==> src/rtl/spcp_pkg.sv <==
`default_nettype none

package spcp_pkg;

    localparam int BYTE_W  = 8;
    localparam int PARAM_W = 4;
    localparam int KIND_W  = 2;
    localparam int VAL_W   = 34;
    localparam int FSUM_W  = 10;

    localparam int MAX_VALUE_CHARS_DEF = 7;
    localparam int FRAC_DIGITS_DEF     = 3;

    // output beat layout: param code, value, ring flag, one pad bit
    localparam int M_TDATA_W    = 40;
    localparam int TD_PARAM_LSB = 0;
    localparam int TD_VALUE_LSB = TD_PARAM_LSB + PARAM_W;
    localparam int TD_RING_BIT  = TD_VALUE_LSB + VAL_W;

    localparam logic [VAL_W-1:0] VAL_MAX       = '1;
    localparam logic [VAL_W-1:0] SAT_MILLI     = 34'd65535000;
    localparam logic [VAL_W-1:0] SAT_LIMIT     = 34'd65536000;
    localparam logic [VAL_W-1:0] BUZZ_ON_MILLI = 34'd1000;
    localparam logic [VAL_W-1:0] TEMP_MAX_RST  = 34'd90000;
    localparam logic [VAL_W-1:0] GAIN_LIM_RST  = 34'd100000;

    localparam logic [BYTE_W-1:0] CH_HASH  = "#";
    localparam logic [BYTE_W-1:0] CH_SEMI  = ";";
    localparam logic [BYTE_W-1:0] CH_COMMA = ",";
    localparam logic [BYTE_W-1:0] CH_ZERO  = "0";
    localparam logic [BYTE_W-1:0] CH_NINE  = "9";
    localparam logic [BYTE_W-1:0] CH_GET   = "g";
    localparam logic [BYTE_W-1:0] CH_SET   = "s";
    localparam logic [BYTE_W-1:0] CH_T_LO  = "t";
    localparam logic [BYTE_W-1:0] CH_V     = "v";
    localparam logic [BYTE_W-1:0] CH_B     = "b";
    localparam logic [BYTE_W-1:0] CH_F     = "f";
    localparam logic [BYTE_W-1:0] CH_T_UP  = "T";
    localparam logic [BYTE_W-1:0] CH_P     = "p";
    localparam logic [BYTE_W-1:0] CH_I     = "i";
    localparam logic [BYTE_W-1:0] CH_D     = "d";

    localparam logic [PARAM_W-1:0] P_CUR_TEMP    = 4'd0;
    localparam logic [PARAM_W-1:0] P_COOLER_VEL  = 4'd1;
    localparam logic [PARAM_W-1:0] P_TARGET_TEMP = 4'd2;
    localparam logic [PARAM_W-1:0] P_BUZZ_PLAY   = 4'd3;
    localparam logic [PARAM_W-1:0] P_FREQ        = 4'd4;
    localparam logic [PARAM_W-1:0] P_PERIOD      = 4'd5;
    localparam logic [PARAM_W-1:0] P_KP          = 4'd6;
    localparam logic [PARAM_W-1:0] P_KI          = 4'd7;
    localparam logic [PARAM_W-1:0] P_KD          = 4'd8;

    typedef enum logic [2:0] {
        ST_IDLE,
        ST_READY,
        ST_GET,
        ST_SET,
        ST_PARAM,
        ST_VALUE
    } t_state;

    typedef enum logic [KIND_W-1:0] {
        KIND_READ,
        KIND_WRITE_OK,
        KIND_MAX_EXCEEDED,
        KIND_OUT_OF_RANGE
    } t_kind;

    typedef enum logic {
        CFG_TEMP_MAX,
        CFG_GAIN_LIMIT
    } t_cfg_idx;

    typedef struct packed {
        t_kind              kind;
        logic [PARAM_W-1:0] param;
        logic [VAL_W-1:0]   value;
        logic               ring;
    } t_result;

    typedef struct packed {
        logic               hit;
        logic [PARAM_W-1:0] code;
    } t_lookup;

    function automatic t_lookup get_code(input logic [BYTE_W-1:0] c);
        t_lookup r;
        r.hit = 1'b1;
        unique case (c)
            CH_T_LO: r.code = P_CUR_TEMP;
            CH_V:    r.code = P_COOLER_VEL;
            CH_F:    r.code = P_FREQ;
            CH_T_UP: r.code = P_PERIOD;
            CH_P:    r.code = P_KP;
            CH_I:    r.code = P_KI;
            CH_D:    r.code = P_KD;
            default: begin
                r.hit  = 1'b0;
                r.code = P_CUR_TEMP;
            end
        endcase
        return r;
    endfunction

    function automatic t_lookup set_code(input logic [BYTE_W-1:0] c);
        t_lookup r;
        r.hit = 1'b1;
        unique case (c)
            CH_T_LO: r.code = P_TARGET_TEMP;
            CH_B:    r.code = P_BUZZ_PLAY;
            CH_F:    r.code = P_FREQ;
            CH_T_UP: r.code = P_PERIOD;
            CH_P:    r.code = P_KP;
            CH_I:    r.code = P_KI;
            CH_D:    r.code = P_KD;
            default: begin
                r.hit  = 1'b0;
                r.code = P_CUR_TEMP;
            end
        endcase
        return r;
    endfunction

    // weight of the n-th fractional digit, in thousandths; nothing past the third
    function automatic logic [FSUM_W-1:0] frac_weight(input int n);
        logic [FSUM_W-1:0] w;
        unique case (n)
            1:       w = 10'd100;
            2:       w = 10'd10;
            3:       w = 10'd1;
            default: w = 10'd0;
        endcase
        return w;
    endfunction

endpackage

`default_nettype wire

==> src/rtl/spcp_core.sv <==
`default_nettype none

module spcp_core
    import spcp_pkg::*;
#(
    parameter int MAX_VALUE_CHARS = MAX_VALUE_CHARS_DEF,
    parameter int FRAC_DIGITS     = FRAC_DIGITS_DEF
) (
    input  wire logic              i_clk,
    input  wire logic              i_rst_n,
    input  wire logic              i_valid,
    input  wire logic [BYTE_W-1:0] i_byte,
    input  wire logic [VAL_W-1:0]  i_temp_max,
    input  wire logic [VAL_W-1:0]  i_gain_limit,
    output t_result                o_res,
    output logic                   o_res_valid
);

    localparam int CNT_W  = $clog2(MAX_VALUE_CHARS + 1);
    localparam int FRAC_W = (FRAC_DIGITS < 1) ? 1 : $clog2(FRAC_DIGITS + 1);
    localparam int SUM_W  = VAL_W + 4;

    t_state              r_state,  n_state;
    logic [PARAM_W-1:0]  r_param,  n_param;
    logic [CNT_W-1:0]    r_cnt,    n_cnt;
    logic [VAL_W-1:0]    r_accum,  n_accum;
    logic                r_comma,  n_comma;
    logic [FRAC_W-1:0]   r_frac,   n_frac;
    logic [FSUM_W-1:0]   r_fsum,   n_fsum;

    logic [3:0]          digit;
    logic [13:0]         digit_k;
    logic [SUM_W-1:0]    int_sum;
    logic [VAL_W-1:0]    int_next;
    logic [FRAC_W-1:0]   frac_idx;
    logic [FSUM_W-1:0]   frac_add;
    logic [VAL_W:0]      frac_sum;
    logic [VAL_W-1:0]    frac_next;
    logic                is_val_char;
    logic                room;
    t_lookup             get_lu;
    t_lookup             set_lu;
    logic                fin_valid;
    t_result             fin_res;

    // '0'..'9' carry the digit in their low nibble
    assign digit       = i_byte[3:0];
    assign digit_k     = 14'(digit) * 14'd1000;
    assign int_sum     = ({4'b0, r_accum} << 3) + ({4'b0, r_accum} << 1) + SUM_W'(digit_k);
    assign int_next    = (int_sum > SUM_W'(VAL_MAX)) ? VAL_MAX : int_sum[VAL_W-1:0];
    assign frac_idx    = r_frac + FRAC_W'(1);
    assign frac_add    = FSUM_W'(digit) * frac_weight(int'(frac_idx));
    assign frac_sum    = {1'b0, r_accum} + (VAL_W+1)'(frac_add);
    assign frac_next   = frac_sum[VAL_W] ? VAL_MAX : frac_sum[VAL_W-1:0];
    assign is_val_char = ((i_byte >= CH_ZERO) && (i_byte <= CH_NINE)) || (i_byte == CH_COMMA);
    assign room        = r_cnt < CNT_W'(MAX_VALUE_CHARS);
    assign get_lu      = get_code(i_byte);
    assign set_lu      = set_code(i_byte);

    // closing checks of a set command; r_fsum is the sub-unit part unless saturated
    always_comb begin
        fin_res       = '0;
        fin_res.param = r_param;
        fin_res.value = r_accum;
        fin_valid     = 1'b1;
        unique case (r_param)
            P_TARGET_TEMP: begin
                fin_res.kind = (r_accum > i_temp_max) ? KIND_MAX_EXCEEDED : KIND_WRITE_OK;
            end
            P_BUZZ_PLAY: begin
                fin_res.kind = (r_accum != BUZZ_ON_MILLI) ? KIND_OUT_OF_RANGE : KIND_WRITE_OK;
            end
            P_FREQ, P_PERIOD: begin
                fin_res.kind  = KIND_WRITE_OK;
                fin_res.value = (r_accum >= SAT_LIMIT) ? SAT_MILLI
                                                       : r_accum - VAL_W'(r_fsum);
            end
            P_KP, P_KI, P_KD: begin
                fin_res.kind = (r_accum >= i_gain_limit) ? KIND_OUT_OF_RANGE : KIND_WRITE_OK;
            end
            default: begin
                fin_valid = 1'b0;
            end
        endcase
        fin_res.ring = (fin_res.kind == KIND_WRITE_OK);
    end

    always_comb begin
        n_state     = r_state;
        n_param     = r_param;
        n_cnt       = r_cnt;
        n_accum     = r_accum;
        n_comma     = r_comma;
        n_frac      = r_frac;
        n_fsum      = r_fsum;
        o_res       = '0;
        o_res.param = r_param;
        o_res_valid = 1'b0;
        if (i_valid) begin
            if (i_byte == CH_HASH) begin
                n_state = ST_READY;
                n_cnt   = '0;
                n_accum = '0;
                n_comma = 1'b0;
                n_frac  = '0;
                n_fsum  = '0;
            end else begin
                unique case (r_state)
                    ST_IDLE: begin
                        n_state = ST_IDLE;
                    end
                    ST_READY: begin
                        priority if (i_byte == CH_GET) begin
                            n_state = ST_GET;
                        end else if (i_byte == CH_SET) begin
                            n_state = ST_SET;
                        end else begin
                            n_state = ST_IDLE;
                        end
                    end
                    ST_GET: begin
                        n_state = get_lu.hit ? ST_PARAM : ST_IDLE;
                        if (get_lu.hit) begin
                            n_param = get_lu.code;
                        end
                    end
                    ST_SET: begin
                        n_state = set_lu.hit ? ST_VALUE : ST_IDLE;
                        if (set_lu.hit) begin
                            n_param = set_lu.code;
                            n_cnt   = '0;
                            n_accum = '0;
                            n_comma = 1'b0;
                            n_frac  = '0;
                            n_fsum  = '0;
                        end
                    end
                    ST_PARAM: begin
                        n_state = ST_IDLE;
                        if (i_byte == CH_SEMI) begin
                            o_res.kind  = KIND_READ;
                            o_res_valid = 1'b1;
                        end
                    end
                    ST_VALUE: begin
                        if (is_val_char && room) begin
                            n_cnt = r_cnt + CNT_W'(1);
                            priority if (i_byte == CH_COMMA) begin
                                n_comma = 1'b1;
                            end else if (!r_comma) begin
                                n_accum = int_next;
                            end else if (r_frac < FRAC_W'(FRAC_DIGITS)) begin
                                n_frac  = frac_idx;
                                n_accum = frac_next;
                                n_fsum  = r_fsum + frac_add;
                            end else begin
                                n_accum = r_accum;
                            end
                        end else begin
                            if (i_byte == CH_SEMI) begin
                                o_res       = fin_res;
                                o_res_valid = fin_valid;
                            end
                            n_state = ST_IDLE;
                            n_cnt   = '0;
                            n_accum = '0;
                            n_comma = 1'b0;
                            n_frac  = '0;
                            n_fsum  = '0;
                        end
                    end
                    default: begin
                        n_state = ST_IDLE;
                    end
                endcase
            end
        end
    end

    always_ff @(posedge i_clk) begin
        if (!i_rst_n) begin
            r_state <= ST_IDLE;
            r_param <= '0;
            r_cnt   <= '0;
            r_accum <= '0;
            r_comma <= 1'b0;
            r_frac  <= '0;
            r_fsum  <= '0;
        end else begin
            r_state <= n_state;
            r_param <= n_param;
            r_cnt   <= n_cnt;
            r_accum <= n_accum;
            r_comma <= n_comma;
            r_frac  <= n_frac;
            r_fsum  <= n_fsum;
        end
    end

endmodule

`default_nettype wire

==> src/rtl/spcp_outbuf.sv <==
`default_nettype none

module spcp_outbuf
    import spcp_pkg::*;
(
    input  wire logic    i_clk,
    input  wire logic    i_rst_n,
    input  wire logic    i_push,
    input  wire t_result i_data,
    output logic         o_ready,
    output logic         o_valid,
    output t_result      o_data,
    input  wire logic    i_ready
);

    logic    r_out_valid;
    t_result r_out;
    logic    r_skid_valid;
    t_result r_skid;
    logic    out_free;

    assign out_free = !r_out_valid || i_ready;
    assign o_ready  = !r_skid_valid;
    assign o_valid  = r_out_valid;
    assign o_data   = r_out;

    always_ff @(posedge i_clk) begin
        if (!i_rst_n) begin
            r_out_valid  <= 1'b0;
            r_skid_valid <= 1'b0;
        end else if (out_free) begin
            r_out_valid  <= r_skid_valid || i_push;
            r_skid_valid <= 1'b0;
        end else if (i_push) begin
            r_skid_valid <= 1'b1;
        end
    end

    // the skid slot is empty whenever a push can arrive
    always_ff @(posedge i_clk) begin
        if (out_free) begin
            r_out <= r_skid_valid ? r_skid : i_data;
        end else if (i_push) begin
            r_skid <= i_data;
        end
    end

endmodule

`default_nettype wire

==> src/rtl/serial_param_command_parser.sv <==
// Channel  Dir  Beat fields (low bit first)
// s_axis   in   tdata: rx_byte[7:0]
// m_axis   out  tdata: param_code[3:0], value_milli[37:4], ring_buzzer[38], pad[39]
//               tuser: result_kind[1:0]
// cfg      in   index: 0 temp_target_max_milli, 1 gain_limit_milli; data 34 bits
//
// One byte per cycle while s_axis_tready is high; each result beat is registered.
// Parser state updates in the accept cycle, so throughput is set by the output
// register plus one skid entry: s_axis_tready drops only while both hold results.
// Synchronous active-low reset clears the parser to idle and config to defaults.
// cfg writes are always accepted.
`default_nettype none

module serial_param_command_parser
    import spcp_pkg::*;
#(
    parameter int MAX_VALUE_CHARS = MAX_VALUE_CHARS_DEF,
    parameter int FRAC_DIGITS     = FRAC_DIGITS_DEF
) (
    input  wire logic                 i_clk,
    input  wire logic                 i_rst_n,
    input  wire logic                 s_axis_tvalid,
    output logic                      s_axis_tready,
    input  wire logic [BYTE_W-1:0]    s_axis_tdata,   // rx_byte
    output logic                      m_axis_tvalid,
    input  wire logic                 m_axis_tready,
    output logic [M_TDATA_W-1:0]      m_axis_tdata,   // param_code, value_milli, ring_buzzer
    output logic [KIND_W-1:0]         m_axis_tuser,   // result_kind
    input  wire logic                 i_cfg_valid,
    output logic                      o_cfg_ready,
    input  wire logic                 i_cfg_index,
    input  wire logic [VAL_W-1:0]     i_cfg_data
);

    logic [VAL_W-1:0] r_temp_max;
    logic [VAL_W-1:0] r_gain_limit;
    logic             accept;
    logic             res_valid;
    t_result          res;
    t_result          out_res;

    assign o_cfg_ready = 1'b1;
    assign accept      = s_axis_tvalid && s_axis_tready;

    always_ff @(posedge i_clk) begin
        if (!i_rst_n) begin
            r_temp_max   <= TEMP_MAX_RST;
            r_gain_limit <= GAIN_LIM_RST;
        end else if (i_cfg_valid) begin
            unique case (t_cfg_idx'(i_cfg_index))
                CFG_TEMP_MAX:   r_temp_max   <= i_cfg_data;
                CFG_GAIN_LIMIT: r_gain_limit <= i_cfg_data;
                default:        r_temp_max   <= r_temp_max;
            endcase
        end
    end

    spcp_core #(
        .MAX_VALUE_CHARS (MAX_VALUE_CHARS),
        .FRAC_DIGITS     (FRAC_DIGITS)
    ) u_core (
        .i_clk        (i_clk),
        .i_rst_n      (i_rst_n),
        .i_valid      (accept),
        .i_byte       (s_axis_tdata),
        .i_temp_max   (r_temp_max),
        .i_gain_limit (r_gain_limit),
        .o_res        (res),
        .o_res_valid  (res_valid)
    );

    spcp_outbuf u_outbuf (
        .i_clk   (i_clk),
        .i_rst_n (i_rst_n),
        .i_push  (res_valid),
        .i_data  (res),
        .o_ready (s_axis_tready),
        .o_valid (m_axis_tvalid),
        .o_data  (out_res),
        .i_ready (m_axis_tready)
    );

    assign m_axis_tdata = {1'b0, out_res.ring, out_res.value, out_res.param};
    assign m_axis_tuser = out_res.kind;

endmodule

`default_nettype wire

==> config.mk <==
export PLATFORM = sky130hd
export DESIGN_NAME = serial_param_command_parser
export DESIGN_NICKNAME = d
export VERILOG_FILES = /design/src/rtl/spcp_pkg.sv /design/src/rtl/spcp_core.sv /design/src/rtl/spcp_outbuf.sv /design/src/rtl/serial_param_command_parser.sv
export SDC_FILE = /design/constraint.sdc
export NUM_CORES = 1
export LEC_CHECK = 0
export ABC_CLOCK_PERIOD_IN_PS = 9550
export BUFFER_PORTS_ARGS = -buffer_cell sky130_fd_sc_hd__buf_2
export CORE_MARGIN = 2
export CORE_UTILIZATION = 45
export DETAILED_ROUTE_END_ITERATION = 7
export HOLD_SLACK_MARGIN = 0.06
export PLACE_DENSITY = 0.66
export SYNTH_ARGS = -nofsm -noshare
export SYNTH_HDL_FRONTEND = slang
export SYNTH_HIERARCHICAL = 1
export SYNTH_SLANG_ARGS = --single-unit
==> constraint.sdc <==
create_clock -name i_clk -period 9.55 [get_ports i_clk]
set_clock_uncertainty 0.2 [all_clocks]
set_input_delay 0.955 -clock i_clk [delete_from_list [all_inputs] [get_ports i_clk]]
set_output_delay 0.955 -clock i_clk [all_outputs]
set_load 0.05 [all_outputs]
Word-level counts from Yosys, hierarchy flattened
Cells that the tools add are included.

Register bits after elaboration: 209. Logic and storage cells: 171.

Add/subtract/negate cells: 7. Eq/ne operators: 39. Muxes and demuxes: 67. Order comparisons: 8. Reductions and logical operators: 25. Bitwise operators: 4. $mul: 2.

Operators with widths (number): $mux 34 (10); $mux 41 (5); $eq 8x7->1 const B (10); $pmux 34 s2 (1); $mux 10 (6); $mux 39 (1); $add 37x35->38 (1); $add 38x14->38 (1); $gt 38x34->1 const B (1); $add 34x10->35 (1); $ge 34x26->1 const B (1); $ge 34x34->1 (1); $gt 34x34->1 (1); $ne 34x10->1 const B (1); $sub 34x10->34 (1); $pmux 4 s7 (1); $eq 8x6->1 const B (3); $mux 3 (8); $pmux 4 s6 (1); $mux 2 (11); $pmux 7 s3 (1); $reduce_or 7->1 (3); $pmux 10 s2 (1); $eq 4x3->1 const B (4); other kinds (44) (77).

Longest topological paths before layout
Depth after elaboration: 12. Mapped depth: 25.

Cells and area by module
Netlist, hierarchy kept.

Modules (own cells, without submodules): spcp_core (cells each 1442, area an instance 10689.0 sq um, seq. area each 1141.1 sq um, instances 1); spcp_outbuf (cells each 137, area an instance 3241.9 sq um, seq. area each 2502.4 sq um, instances 1); serial_param_command_parser (cells each 280, area an instance 2750.1 sq um, seq. area each 1361.3 sq um, instances 1).

Worst setup path before layout
Ideal clock, no wire load.

Kind: input port to flip-flop. Start point: input port s_axis_tdata[1]. End point: register u_core.r_accum[8]. Arrival time: 6.020 ns. Stages on the path: 22. Setup slack: 3.216 ns. Cell sequence: fa_1 -> inv_1 -> fa_1 -> inv_1 -> ha_1 -> a21oi_1 -> o21bai_1 -> a21oi_1 -> o21ai_0 -> a21oi_1 -> xnor2_1 -> fa_1 -> ha_1 -> a21oi_1 -> o21ai_0 -> a22oi_1 -> nand2_1 -> o21ai_0 -> xnor2_1 -> or4_1 -> a32o_1 -> and2_1.

Cells in the longest elaborated chain, start to end: 9. Elaborated cells between the ends (all ways): 34.

Ends and longest elaborated chain: from (decl) (line serial_param_command_parser.sv:24) `input wire logic [BYTE_W-1:0] s_axis_tdata,`; $mul 4x7->11 or $mul 4x7->10 (tied branches) (line spcp_core.sv:48, spcp_core.sv:52); $add 38x14->38 or $add 34x10->35 (tied branches) (line spcp_core.sv:49, spcp_core.sv:53); $gt 38x34->1 or $mux 34 (tied branches) (line spcp_core.sv:50, spcp_core.sv:54); $mux 34 (on tied branches) (line spcp_core.sv:50, spcp_core.sv:152); $mux 34 (line spcp_core.sv:150) `end else if (!r_comma) begin`; $mux 34 (line spcp_core.sv:148) `priority if (i_byte == CH_COMMA) begin`; $mux 34 (line spcp_core.sv:146) `if (is_val_char && room) begin`; $pmux 34 s2 (line spcp_core.sv:108) `unique case (r_state)`; $mux 34 (line spcp_core.sv:100) `if (i_byte == CH_HASH) begin`; to (signal assigned) (line spcp_core.sv:193) `r_accum <= n_accum;`; to (decl) (line spcp_core.sv:26) `logic [VAL_W-1:0] r_accum, n_accum;`.

Several ways; a longest one is shown, not always the timed one. The select of a mux whose other input is x is not followed. A chain may end at the register's enable or synchronous reset.

Worst setup path after layout
Start point: register u_core.r_frac[0]. End point: register u_core.r_accum[19].

Cells in the longest elaborated chain, start to end: 12. Elaborated cells between the ends (all ways): 17.

Ends and longest elaborated chain: from (decl) (line spcp_core.sv:28) `logic [FRAC_W-1:0] r_frac, n_frac;`; from (signal assigned) (line spcp_core.sv:195) `r_frac <= n_frac;`; $add 2x1->2 (line spcp_core.sv:51) `assign frac_idx = r_frac + FRAC_W'(1);`; $eq 2x2->1 or $eq 2x1->1 (tied branches) (line spcp_pkg.sv:127) `unique case (n)`; $pmux 7 s3 (line spcp_pkg.sv:127); $mul 4x7->10 (line spcp_core.sv:52) `assign frac_add = FSUM_W'(digit) * frac_weight(int'(frac_idx));`; $add 34x10->35 (line spcp_core.sv:53) `assign frac_sum = {1'b0, r_accum} + (VAL_W+1)'(frac_add);`; $mux 34 (line spcp_core.sv:54) `assign frac_next = frac_sum[VAL_W] ? VAL_MAX : frac_sum[VAL_W-1:0];`; $mux 34 (line spcp_core.sv:152) `end else if (r_frac < FRAC_W'(FRAC_DIGITS)) begin`; $mux 34 (line spcp_core.sv:150); $mux 34 (line spcp_core.sv:148); $mux 34 (line spcp_core.sv:146); $pmux 34 s2 (line spcp_core.sv:108); $mux 34 (line spcp_core.sv:100).

Several ways; a longest one is shown, not always the timed one. The select of a mux whose other input is x is not followed.

==> impl_metrics.xml <==
<?xml version="1.0" encoding="UTF-8"?>
<metrics>
  <group name="power">
    <metric name="cell_internal_pwr" unit="mW">1.64</metric>
    <metric name="power.share.clock" unit="%">44.9</metric>
    <metric name="leakage" unit="nW">8.07</metric>
    <metric name="power.switching_fraction" unit="%">26.5</metric>
    <metric name="p_per_area" unit="nW/µm²">122</metric>
    <metric name="peakVddDrop" unit="mV">0.118</metric>
    <metric name="power.sequential.fraction" unit="%">42.4</metric>
    <metric name="power.share.combinational" unit="%">12.7</metric>
    <metric name="net-switching-power" unit="mW">0.589</metric>
  </group>
  <group name="yosys">
    <metric name="ys_seq_area_share" unit="%">30.0</metric>
    <metric name="synth_cells" unit="">1859</metric>
    <metric name="synthArstFlopShare" unit="%">0</metric>
    <metric name="synth_cell_count_leaders" unit="">197 x sky130_fd_sc_hd__nand2_1, 190 x sky130_fd_sc_hd__ha_1, 172 x sky130_fd_sc_hd__inv_1, 127 x sky130_fd_sc_hd__dfxtp_1, 119 x sky130_fd_sc_hd__a21oi_1</metric>
    <metric name="yosysTopAreaCell" unit="">sky130_fd_sc_hd__dfxtp_1</metric>
    <metric name="dominantRegCellSynth" unit="">sky130_fd_sc_hd__dfxtp_1</metric>
    <metric name="most_frequent_cell_after_synthesis" unit="">sky130_fd_sc_hd__nand2_1</metric>
    <metric name="avgSynthCellArea" unit="µm²">8.97</metric>
    <metric name="count_of_flip_flops_with_a_built_in_enable_after_synthesis" unit="">82</metric>
    <metric name="synth-seq-cells" unit="">209</metric>
    <metric name="post_synth_num_cell_types" unit="">91</metric>
    <metric name="syn_area" unit="µm²">16700</metric>
    <metric name="synth_top_area_share" unit="%">15.2</metric>
    <metric name="synthesis.yosys.warnings" unit="">6</metric>
    <metric name="ys_top_cells_by_area" unit="">sky130_fd_sc_hd__dfxtp_1 15%, sky130_fd_sc_hd__edfxtp_1 15%, sky130_fd_sc_hd__ha_1 14%, sky130_fd_sc_hd__nand2_1 4.4%, sky130_fd_sc_hd__inv_1 3.9%</metric>
    <metric name="syn-num-nets" unit="">2125</metric>
  </group>
  <group name="critical_path">
    <metric name="startpoint_type" unit="">register</metric>
    <metric name="critical_path.max_fanout" unit="">26</metric>
    <metric name="crit_type" unit="">reg -&gt; reg</metric>
    <metric name="crit_required" unit="ns">9.78</metric>
    <metric name="worstPathArrival" unit="ns">7.39</metric>
    <metric name="setup_crit_end_kind" unit="">register</metric>
  </group>
  <group name="route">
    <metric name="drt-vias-per-instance" unit="">5.81</metric>
    <metric name="post-route-drc-count" unit="">0</metric>
    <metric name="drt_iter0_markers" unit="">870</metric>
    <metric name="post_drt_wl_per_cell" unit="µm">19.1</metric>
    <metric name="drtAntennaViolNets" unit="">0</metric>
    <metric name="route.vias.total" unit="">13900</metric>
    <metric name="drt_wl_total" unit="µm">45400</metric>
    <metric name="drt_first_pass_iters" unit="">7</metric>
  </group>
  <group name="layout">
    <metric name="fill_cells" unit="">3460</metric>
    <metric name="stdcell_area" unit="µm²">18200</metric>
    <metric name="final_layout_size_suffix_gt1_share" unit="%">11.9</metric>
    <metric name="multiInputGateArea" unit="µm²">10500</metric>
    <metric name="nNetsFinal" unit="">2162</metric>
    <metric name="post-route-util" unit="%">49.8</metric>
    <metric name="sequential_cell_area" unit="µm²">5010</metric>
    <metric name="areaGrowthSynthToFinish" unit="%">8.99</metric>
  </group>
  <group name="cts">
    <metric name="clkSlewWorstSetupHoldPaths" unit="ns">0.06</metric>
    <metric name="hold_buffers" unit="">0</metric>
    <metric name="tritoncts" unit="">yes</metric>
    <metric name="numClockSinks" unit="">209</metric>
    <metric name="numCtsBuffers" unit="">25</metric>
    <metric name="ctsRootBufferMaster" unit="">sky130_fd_sc_hd__clkbuf_16</metric>
    <metric name="clockBufferDepth" unit="">3</metric>
    <metric name="insertion_delay" unit="ns">0.55</metric>
    <metric name="number_of_h_tree_levels" unit="">1</metric>
    <metric name="cts-resized-gates" unit="">0</metric>
    <metric name="post_cts_buffers" unit="">0</metric>
  </group>
  <group name="grt">
    <metric name="globalRouteOverflowTotal" unit="">0</metric>
    <metric name="total_routing_resource_utilization_after_global_routing" unit="%">23.4</metric>
    <metric name="grt_max_degree" unit="">76</metric>
    <metric name="antenna_violations_before_repair" unit="">1</metric>
    <metric name="first_global_vias" unit="">13500</metric>
    <metric name="grt_pass1_wl" unit="µm">72300</metric>
  </group>
  <group name="timing">
    <metric name="rsz0062_at_grt" unit="">no</metric>
    <metric name="achievable-frequency" unit="MHz">140</metric>
    <metric name="timing.setup.tns" unit="ns">0</metric>
    <metric name="hold_viol_final" unit="">0</metric>
    <metric name="timing.hold.ws" unit="ns">0.254</metric>
    <metric name="max-slew-margin-rel" unit="%">8.97</metric>
    <metric name="fin_crit_sh" unit="%">74.9</metric>
    <metric name="finalMaxSlewViolations" unit="">0</metric>
    <metric name="finalWorstPathRequiredPeriod" unit="ns">7.15</metric>
    <metric name="tightestPinTransition" unit="ns">1.36</metric>
    <metric name="setup_viol" unit="">0</metric>
  </group>
  <group name="worst_hold_path">
    <metric name="worst_hold_path_type" unit="">reg -&gt; reg</metric>
  </group>
  <group name="place">
    <metric name="detailed_place.area" unit="µm²">17300</metric>
    <metric name="hpwl_after_detailed_placement" unit="µm">35000</metric>
    <metric name="gpl.final_weighted_congestion" unit="">0.949</metric>
    <metric name="port_buffers" unit="">90</metric>
  </group>
  <group name="floorplanning">
    <metric name="coreArea" unit="µm²">36500</metric>
    <metric name="num_rows" unit="">70</metric>
    <metric name="dieHeight" unit="µm">197</metric>
    <metric name="dieArea" unit="µm²">38600</metric>
    <metric name="initial_core_util" unit="%">45.7</metric>
    <metric name="ioPinCount" unit="">93</metric>
    <metric name="die_x" unit="µm">197</metric>
  </group>
  <group name="run_status">
    <metric name="outcome" unit="">finished, final reports clean</metric>
  </group>
  <group name="run">
    <metric name="timing.max_cap.violations" unit="">0</metric>
  </group>
</metrics>
[final timing paths]
kind                                       start  cells after the start  slack (ns)            endpoint
worst max-delay path            u_core/r_frac[0]                     21        2.40  u_core/r_accum[19]
worst min-delay path            r_gain_limit[12]                      2        0.25    r_gain_limit[12]
worst max register to register  u_core/r_frac[0]                     21        2.40  u_core/r_accum[19]
worst min register to register  r_gain_limit[12]                      2        0.25    r_gain_limit[12]
[metal layers]
layer  vias to the layer above  part of all wire, %  GRT usage [%]
met3                        84                  6.3           3.22
met1                      6615                   46           32.3
met5                         -                    0              0
met4                         0                  2.7           6.65
li1                       6770                    -              -
met2                       390                   45           38.2
[power groups by stage]
| stage | sequential, mW | combinational, mW | clock, mW |
|---|---|---|---|
| after global routing | 0.946 | 0.315 | 1.06 |
| after floorplan | 0.960 | 0.209 | 0 |
| after detailed placement | 0.964 | 0.277 | 0 |
| final | 0.944 | 0.282 | 1.00 |
| after CTS | 0.944 | 0.280 | 1.02 |
| after global placement | 0.963 | 0.270 | 0 |
[kinds of logic (layout without fill, tap and decap cells)]
kind of cell	count (synthesis)	after routing	synth area share, %
AO/OA/AOI/OAI	449	449	18.5
XOR/XNOR	69	69	3.62
adder cells (fa/ha/maj)	218	218	17.6
buffers and inverters	265	321	6.92
flip-flops	209	209	30.0
multiplexers	94	94	6.80
other	2	3	0.0450
AND/OR/NAND/NOR	553	553	16.5
[metrics by stage]
stage | cells | power [mW] | worst slack (ns)
floorplan | 1859 | 1.17 | 3.22
finish | 2384 | 2.23 | 2.40
detailed placement | 2337 | 1.24 | 2.00
CTS | 2383 | 2.25 | 2.51
global route | 2383 | 2.32 | 2.02
global placement | 2337 | 1.23 | 2.18
[registers in the layout, summed over array words and instances (netlist names)]
name                   cells
r_gain_limit              34
r_temp_max                34
u_core/r_accum            34
u_core/r_cnt               3
u_core/r_comma             1
u_core/r_frac              2
u_core/r_fsum             10
u_core/r_param             4
u_core/r_state             3
u_outbuf/o_data           41
u_outbuf/o_valid           1
u_outbuf/r_skid           41
u_outbuf/r_skid_valid      1
[cells in the final DEF (no fill, tap or decap), types with 7 or more instances in the layout]
| master | netlist | routed |
|---|---|---|
| sky130_fd_sc_hd__nand2_1 | 197 | 197 |
| sky130_fd_sc_hd__dfxtp_1 | 127 | 126 |
| sky130_fd_sc_hd__a21o_1 | 59 | 59 |
| sky130_fd_sc_hd__o211ai_2 | 16 | 16 |
| sky130_fd_sc_hd__o21a_1 | 19 | 19 |
| sky130_fd_sc_hd__nand3b_1 | 18 | 18 |
| sky130_fd_sc_hd__nor4_1 | 11 | 11 |
| sky130_fd_sc_hd__mux2i_1 | 53 | 53 |
| sky130_fd_sc_hd__xor2_1 | 27 | 27 |
| sky130_fd_sc_hd__and2_1 | 22 | 22 |
| sky130_fd_sc_hd__nor2b_1 | 18 | 18 |
| sky130_fd_sc_hd__o31ai_1 | 8 | 8 |
| sky130_fd_sc_hd__inv_1 | 172 | 172 |
| sky130_fd_sc_hd__a21oi_1 | 119 | 119 |
| sky130_fd_sc_hd__ha_1 | 190 | 190 |
| sky130_fd_sc_hd__nor3_1 | 36 | 36 |
| sky130_fd_sc_hd__clkbuf_16 | 0 | 25 |
| sky130_fd_sc_hd__o21ai_1 | 7 | 7 |
| sky130_fd_sc_hd__or3_1 | 20 | 20 |
| sky130_fd_sc_hd__a31oi_1 | 19 | 19 |
| sky130_fd_sc_hd__edfxtp_1 | 82 | 82 |
| sky130_fd_sc_hd__a221o_1 | 12 | 12 |
| sky130_fd_sc_hd__nand2b_1 | 14 | 13 |
| sky130_fd_sc_hd__a211oi_1 | 14 | 14 |
| sky130_fd_sc_hd__o21ai_0 | 68 | 68 |
| sky130_fd_sc_hd__fa_1 | 28 | 28 |
| sky130_fd_sc_hd__nand4_1 | 39 | 39 |
| sky130_fd_sc_hd__mux2_4 | 38 | 38 |
| sky130_fd_sc_hd__buf_4 | 4 | 13 |
| sky130_fd_sc_hd__a22oi_1 | 16 | 16 |
| sky130_fd_sc_hd__o21bai_1 | 10 | 10 |
| sky130_fd_sc_hd__nor2_1 | 98 | 97 |
| sky130_fd_sc_hd__xnor2_1 | 42 | 42 |
| sky130_fd_sc_hd__o211ai_1 | 14 | 14 |
| sky130_fd_sc_hd__nand3_1 | 41 | 41 |
| sky130_fd_sc_hd__buf_2 | 15 | 89 |
| sky130_fd_sc_hd__a221oi_1 | 7 | 7 |
[worst max-delay path: stages, from the launching register on]
cell                      delay [ns]
sky130_fd_sc_hd__dfxtp_1        0.36
sky130_fd_sc_hd__inv_1          0.10
sky130_fd_sc_hd__ha_1           0.25
sky130_fd_sc_hd__and2_1         0.22
sky130_fd_sc_hd__fa_1           0.54
sky130_fd_sc_hd__inv_1          0.06
sky130_fd_sc_hd__fa_1           0.60
sky130_fd_sc_hd__inv_1          0.06
sky130_fd_sc_hd__ha_1           0.29
sky130_fd_sc_hd__a21o_1         0.18
sky130_fd_sc_hd__a21oi_1        0.20
sky130_fd_sc_hd__nor2b_1        0.08
sky130_fd_sc_hd__o21a_1         0.18
sky130_fd_sc_hd__o41ai_1        0.32
sky130_fd_sc_hd__xnor2_1        0.30
sky130_fd_sc_hd__ha_1           0.37
sky130_fd_sc_hd__a21o_1         0.20
sky130_fd_sc_hd__a41oi_1        0.76
sky130_fd_sc_hd__o31a_1         0.98
sky130_fd_sc_hd__o21ai_0        0.25
sky130_fd_sc_hd__a22o_1         0.29
sky130_fd_sc_hd__a32o_1         0.24
[final cells by class]
| type | instances | area share (%) |
|---|---|---|
| tap | 468 | 3.22 |
| antenna | 1 | 0.0138 |
| clock inverter | 14 | 0.963 |
| sequential | 209 | 27.5 |
| multi-input combinational | 1385 | 58.0 |
| inverter | 173 | 3.57 |
| clock buffer | 32 | 3.75 |
| timing repair buffer | 102 | 2.99 |
No activity file was read; power rests on OpenSTA's default activity.
